[src/sv/rcce_pkg.sv]
// Shared types and constants for the RGB convolution block.
`timescale 1ns / 1ps

package rcce_pkg;

    // Command codes carried by an input transaction
    typedef enum logic [1:0] {
        CMD_COEF    = 2'd0,
        CMD_STORE   = 2'd1,
        CMD_COMPUTE = 2'd2,
        CMD_NONE    = 2'd3
    } cmd_t;

    // Sequencer states
    typedef enum logic [1:0] {
        ST_IDLE,
        ST_RUN,
        ST_WAIT
    } state_t;

    // Register indexes on the configuration port
    localparam logic [1:0] REG_NUM_ROWS     = 2'd0;
    localparam logic [1:0] REG_NUM_COLS     = 2'd1;
    localparam logic [1:0] REG_FILTER_WIDTH = 2'd2;

    localparam int CFG_AW    = 4;
    localparam int CFG_DW    = 32;
    localparam int DIM_W     = 9;
    localparam int FW_W      = 4;
    localparam int POS_W     = 8;
    localparam int POS_DEPTH = 256;
    localparam int CIDX_W    = 7;
    localparam int COEF_W    = 16;
    localparam int CH_W      = 8;
    localparam int PROD_W    = COEF_W + CH_W + 1;
    localparam int FRAC_BITS = 14;

    localparam logic [CH_W-1:0] ALPHA_OPAQUE = 8'd255;
    localparam logic [CH_W-1:0] CH_MAX       = 8'd255;

    // One pixel, red in the low byte
    typedef struct packed {
        logic [CH_W-1:0] blue;
        logic [CH_W-1:0] green;
        logic [CH_W-1:0] red;
    } rgb_t;

    // Control from the sequencer to the multiply-accumulate unit
    typedef struct packed {
        logic clear;
        logic tap_vld;
        logic tap_last;
    } mac_ctl_t;

endpackage

[src/sv/rcce_mac.sv]
// Shared multiply-accumulate unit: three channel products per tap, then saturation.
`timescale 1ns / 1ps

module rcce_mac #(
    parameter int ACC_W = 32
) (
    input  logic                              clk,
    input  logic                              rst_n,
    input  rcce_pkg::mac_ctl_t                ctl,
    input  logic signed [rcce_pkg::COEF_W-1:0] coef,
    input  rcce_pkg::rgb_t                    pix,
    output logic                              done,
    output rcce_pkg::rgb_t                    res
);
    import rcce_pkg::*;

    logic signed [PROD_W-1:0] prod_reg [3];
    logic signed [PROD_W-1:0] prod_next [3];
    logic signed [ACC_W-1:0]  acc_reg [3];
    logic signed [ACC_W-1:0]  acc_next [3];
    logic                     prod_vld_reg, prod_vld_next;
    logic                     prod_last_reg, prod_last_next;
    logic                     done_reg, done_next;
    logic [CH_W-1:0]          chan [3];
    logic [CH_W-1:0]          sat [3];
    logic [ACC_W-1:0]         quot [3];

    assign chan[0] = pix.red;
    assign chan[1] = pix.green;
    assign chan[2] = pix.blue;

    // Multiply each channel by the tap weight
    always_comb
    begin
        for (int i = 0; i < 3; i++)
        begin
            prod_next[i] = PROD_W'(coef * $signed({1'b0, chan[i]}));
        end
        prod_vld_next  = ctl.tap_vld;
        prod_last_next = ctl.tap_vld & ctl.tap_last;
    end

    // Accumulate products; clear at the start of a compute
    always_comb
    begin
        for (int i = 0; i < 3; i++)
        begin
            if (ctl.clear)
                acc_next[i] = '0;
            else if (prod_vld_reg)
                acc_next[i] = acc_reg[i] + {{(ACC_W-PROD_W){prod_reg[i][PROD_W-1]}}, prod_reg[i]};
            else
                acc_next[i] = acc_reg[i];
        end
        done_next = prod_vld_reg & prod_last_reg;
    end

    always_ff @(posedge clk)
    begin
        for (int i = 0; i < 3; i++)
        begin
            prod_reg[i] <= prod_next[i];
            acc_reg[i]  <= acc_next[i];
        end
        prod_last_reg <= prod_last_next;
    end

    always_ff @(posedge clk or negedge rst_n)
    begin
        if (!rst_n)
        begin
            prod_vld_reg <= 1'b0;
            done_reg     <= 1'b0;
        end
        else
        begin
            prod_vld_reg <= prod_vld_next;
            done_reg     <= done_next;
        end
    end

    // Drop the fraction and saturate each channel to 0..255
    always_comb
    begin
        for (int i = 0; i < 3; i++)
        begin
            quot[i] = ACC_W'(acc_reg[i] >>> FRAC_BITS);
            if (acc_reg[i] <= 0)
                sat[i] = '0;
            else if (quot[i] > ACC_W'(CH_MAX))
                sat[i] = CH_MAX;
            else
                sat[i] = quot[i][CH_W-1:0];
        end
    end

    assign res.red   = sat[0];
    assign res.green = sat[1];
    assign res.blue  = sat[2];
    assign done      = done_reg;

endmodule

[config.mk]
export PLATFORM = sky130hd
export DESIGN_NAME = rcce_mac
export DESIGN_NICKNAME = d
export VERILOG_FILES = /design/src/sv/rcce_pkg.sv /design/src/sv/rcce_mac.sv
export SDC_FILE = /design/constraint.sdc
export NUM_CORES = 1
export LEC_CHECK = 0
export ABC_AREA = 1
export BUFFER_PORTS_ARGS = -buffer_cell sky130_fd_sc_hd__buf_4
export CAP_MARGIN = 15
export CELL_PAD_IN_SITES_DETAIL_PLACEMENT = 1
export CELL_PAD_IN_SITES_GLOBAL_PLACEMENT = 1
export CORE_AREA = 8 8 252 254
export CTS_CLUSTER_DIAMETER = 40
export DETAILED_ROUTE_END_ITERATION = 8
export DIE_AREA = 0 0 260 262
export PLACE_DENSITY_LB_ADDON = 0.1
export REMOVE_ABC_BUFFERS = 1
export SYNTH_ARGS = -nofsm -noshare
export SYNTH_HDL_FRONTEND = slang
export SYNTH_SLANG_ARGS = --single-unit
[constraint.sdc]
create_clock -name clk -period 2.5 [get_ports clk]
set_input_delay 0.375 -clock clk [delete_from_list [all_inputs] [get_ports clk]]
set_output_delay 0.375 -clock clk [all_outputs]
set_load 0.005 [all_outputs]
==> results of run 1 <==
[stage by stage]
stage,area [sq um],cells
2_1_floorplan,27200,4154
3_3_place_gp,31100,5312
3_5_place_dp,31100,5312
4_1_cts,35900,5443
[logic make-up after synthesis]
kind of cell    synth area share [%]
xor+xnor                        3.49
flops                           12.7
simple gates                    25.7
buf+inv                         18.1
fa+ha+maj                       33.4
compound gates                  6.60
[cell usage after synthesis (all sizes together)]
library cell  number
and3               1
o21ai             84
nand3b             1
xor2              69
o21a               1
clkbuf           105
dfxtp            172
o31a               1
nand2           1259
buf                7
o211a              1
a31oi              3
a21o              11
xnor2             41
a21oi            215
dfrtp              2
nor3              20
a21boi             6
o21bai            11
fa               309
o211ai             5
inv             1218
ha               243
and2               7
nand3            178
nor2             254
nand4             27
nor4              15
[what timing repair did]
action,in CTS
buffers inserted,85
pin swaps,321
hold buffers,2
resized for setup,751
gates cloned,18
endpoints found under the hold margin,3
endpoints found under the setup margin,77
[metal layers]
layer	GRT usage, %	overflow
met1	70.5	3
met2	88.4	75
met3	63.1	0
met4	73.8	58
met5	42.6	0
==> results.ini, run 1 <==
[status]
lastStage=global routing (5_1_grt)
error_line=[ERROR GRT-0232] Routing congestion too high. Check the congestion heatmap in the GUI.
outcome=aborted with a tool error

[yosys]
synth-seq-area-share_pct=12.7
synth_area_leader_cell=fa_1
synth_area_sq_mm=0.0276
yosysTopAreaCellShare_pct=22.4
synth-warning-count=0
synthCells=4266
avgSynthCellArea_sq_um=6.47
synth_area_leaders=fa_1 22%, nand2_1 17%, inv_1 17%, dfxtp_1 12%, ha_1 11%
synth_cell_types=38
ys_ff_latch=174

[die]
pin_count=70
die_h_microns=262
start_util_pct=46.3
die_w_microns=260
row_count=90

[cts]
cts_sinks=174
cts_root_buffer=clkbuf_16
cts_max_level=4
numCtsBuffers=17
clock_path_buffers=2

[placement]
portBuffers=69
dp_hpwl_mm=72.2
pre_cts_ws_ns=-2.16
place_congestion=0.896

[grt]
grt_usage_pct=73.6
grt_max_degree=94
overflow=136
antenna_found_initial=21

[sta]
worstEndpointGrtRepair=prod_reg[0][46]$_DFF_P_/D
endpoint_type=sequential cell input

==> run 2: changes to the inputs <==
CELL_PAD_IN_SITES_DETAIL_PLACEMENT = default   (was 1)
CELL_PAD_IN_SITES_GLOBAL_PLACEMENT = default   (was 1)
CORE_AREA = 8 8 272 274   (was 8 8 252 254)
CTS_CLUSTER_DIAMETER = default   (was 40)
DIE_AREA = 0 0 280 282   (was 0 0 260 262)
PLACE_DENSITY_LB_ADDON = 0.15   (was 0.1)
==> run 2 against run 1 <==
Against the previous run: the flow now finishes, with violations (setup timing); synthesized area unchanged; synthesized cell count unchanged.
==> results.ini, run 2 <==
[cts]
numCtsBuffers=17
cts_tree=yes
cts_sinks=174
path_clk_slew_ns=0.08
cts_max_level=4
clock_latency_ns=0.52
cts_root_buffer=clkbuf_16
clock_path_buffers=2

[critical_path]
crit_fanout=8
reg2reg_setup_slack_ns=0.18
critPathCaptureType=flip-flop
worstSetupStartpointType=primary input
r2r_end=acc_reg[0][60]$_SDFFE_PP0P_
worstPathRequired_ns=2.93
critPathKind=primary input to flip-flop
ff2ff_path_depth=13
cp.arrival_ns=4.11
r2r-start=acc_reg[0][32]$_SDFFE_PP0P_

[layout]
multiInputGateArea_sq_mm=0.0219
largest_reg_flops=96
drive_gt1_share_pct=22.8
final_cell_mix=1096 x inv_1, 1094 x nand2_1, 291 x buf_4
fin_nets=5239
layout_commonest_cell=inv_1
antenna_cells=0
seq_area_sq_mm=0.00350
area_growth_syn_to_layout_pct=33.0
post-route-util_pct=52.8
fillers=6795

[sta]
setup_viol=60
tns_ns=-54.55
slew-limit-headroom_pct=29.3
fin_crit_sh_pct=147
hold_ws_ns=0.0467
finalMaxSlewViolations=0
skew_ns=0.0261
worst_slack_ns=-1.18
rsz0062_at_grt=true
max_slew.worst_pin.slew_ns=1.06
fmax_ghz=0.272
period_minus_slack_ns=3.68
finalHoldViolations=0

[grt]
grt_pass1_vias=26400
antenna_found_initial=1
overflow=0
grt_usage_pct=20.8
grt_max_degree=84
grt_pass1_wl_mm=133

[yosys]
synth-warning-count=0
ys_ff_latch=174
synth-edff-count=0
synth_cell_types=38
synth_area_leader_cell=fa_1
synthAdderAreaFrac_pct=33.4
synth_area_sq_mm=0.0276
synth_area_leaders=fa_1 22%, nand2_1 17%, inv_1 17%, dfxtp_1 12%, ha_1 11%
synth_top_family_by_area=adder cells
synth_compound_area_share_pct=6.60
synthXorXnorAreaFrac_pct=3.49
synthFlopType=dfxtp_1
synth-seq-area-share_pct=12.7
avgSynthCellArea_sq_um=6.47
postSynth.asyncResetShare_pct=1.15
synthSimpleGateAreaFrac_pct=25.7
yosysTopAreaCellShare_pct=22.4
ys_top_cells_by_count=1240 x nand2_1, 1217 x inv_1, 309 x fa_1
muxShareOfSynthArea_pct=0
yosysMostFrequentCell=nand2_1
synthCells=4266

[pwr]
p_sw_share_pct=51.0
p_int_w=0.0247
power_w=0.0504
ir_drop_uv=713
sequentialPowerShare_pct=9.6
switchingPower_w=0.0257
comb_power_share_pct=84.8
power_density_mw_per_mm2=1370
p_leak_nw=21.3
pwr-share-clk_pct=5.6

[status]
outcome=complete, but fails checks
violations=setup timing

[drt]
postRouteAntennaNets=0
drt_iter0_drc=1274
firstDrtPassIters=5
drt-total-wl_mm=81.8
vias=25900
drt-wirelength-per-cell_microns=14.6
drcViolationCount=0
avgViaCountPerCell=4.63

[min_path]
worstHoldEndpoint=prod_last_reg$_DFF_P_
min_path_type=primary input to flip-flop
min_from=ctl[0]
hold_depth=3

[die]
row_count=97
die_h_microns=282
die_w_microns=280
start_util_pct=39.7
die_area_sq_mm=0.0790
pin_count=70
fp.coreArea_sq_mm=0.0695

[placement]
place_congestion=0.916
portBuffers=69
dp_hpwl_mm=62.7

[flow_run]
maxCapViolCount=0

run 2: cell counts after synthesis:
No cell type changed its count.
run 2: what timing repair did:
item                                    4_1_cts  5_1_grt
hold buffers                                  2        0
resized for setup                           722      229
gates cloned                                  9        3
endpoints found under the setup margin       76       80
hold endpoints to repair                      3        0
buffers inserted                             56       36
pin swaps                                   308      200
run 2: layout make-up:
type	instances	share of cell area (%)
Timing Repair Buffer	469	13.3
Clock inverter	15	0.528
Tap cell	940	3.20
Inverter	1218	12.5
Clock buffer	17	1.16
Multi-Input combinational cell	2762	59.8
Sequential cell	174	9.53
run 2: cell families (layout without fill, tap and decap cells):
logic type	count (synthesis)	count (layout)
AOI/OAI and AO/OA	338	338
DFF	174	174
and+or+nand+nor	1762	1762
buffers and inverters	1330	1719
xor gates and xnor gates	110	110
adders and majority gates	552	552
run 2: metal layers:
| layer | wire (microns) | global-route usage [%] |
|---|---|---|
| met2 | 39300 | 36.0 |
| met1 | 38100 | 27.0 |
| met3 | 2740 | 2.80 |
| met4 | 1740 | 5.57 |
| met5 | 0 | 0 |
run 2: worst max-delay path by stage:
| stage | slack [ns] | startpoint | depth (start not counted) | end |
|---|---|---|---|---|
| CTS | -1.19 | coef[15] | 19 | prod_reg[0][24]$_DFF_P_ |
| global placement | -1.99 | coef[15] | 17 | prod_reg[0][72]$_DFF_P_ |
| detailed placement | -2.03 | coef[15] | 18 | prod_reg[0][71]$_DFF_P_ |
| floorplan | -1.62 | coef[15] | 18 | prod_reg[0][47]$_DFF_P_ |
| finish | -1.18 | coef[15] | 19 | prod_reg[0][21]$_DFF_P_ |
| global route | -1.32 | coef[15] | 20 | prod_reg[0][22]$_DFF_P_ |
run 2: critical path, cell delays in order:
cell and delay, ns:
buf_12 0.13, buf_12 0.15, buf_6 0.12, nand2_2 0.05
inv_2 0.04, fa_1 0.56, inv_2 0.06, fa_1 0.50
inv_1 0.05, fa_1 0.47, inv_1 0.05, fa_1 0.49
inv_2 0.05, ha_4 0.30, nand4_1 0.16, nor3_2 0.18
nand3_1 0.13, nand3_2 0.10, xor2_1 0.12
run 2: metrics by stage:
| stage | area, sq um | worst slack [ns] | cells |
|---|---|---|---|
| detailed placement | 31300 | -2.03 | 5467 |
| finish | 36700 | -1.18 | 5595 |
| CTS | 35600 | -1.19 | 5564 |
| global route | 36700 | -1.32 | 5595 |
| floorplan | 27200 | -1.62 | 4154 |
| global placement | 31300 | -1.99 | 5467 |
run 2: power groups by stage:
stage	Sequential, W	Combinational, W	Clock (W)
2_1_floorplan	0.00452	0.0199	0
3_3_place_gp	0.00486	0.0307	0
3_5_place_dp	0.00485	0.0308	0
4_1_cts	0.00480	0.0397	0.00294
5_1_grt	0.00493	0.0472	0.00304
6_report	0.00482	0.0427	0.00283
No activity file was read; power rests on OpenSTA's default activity.
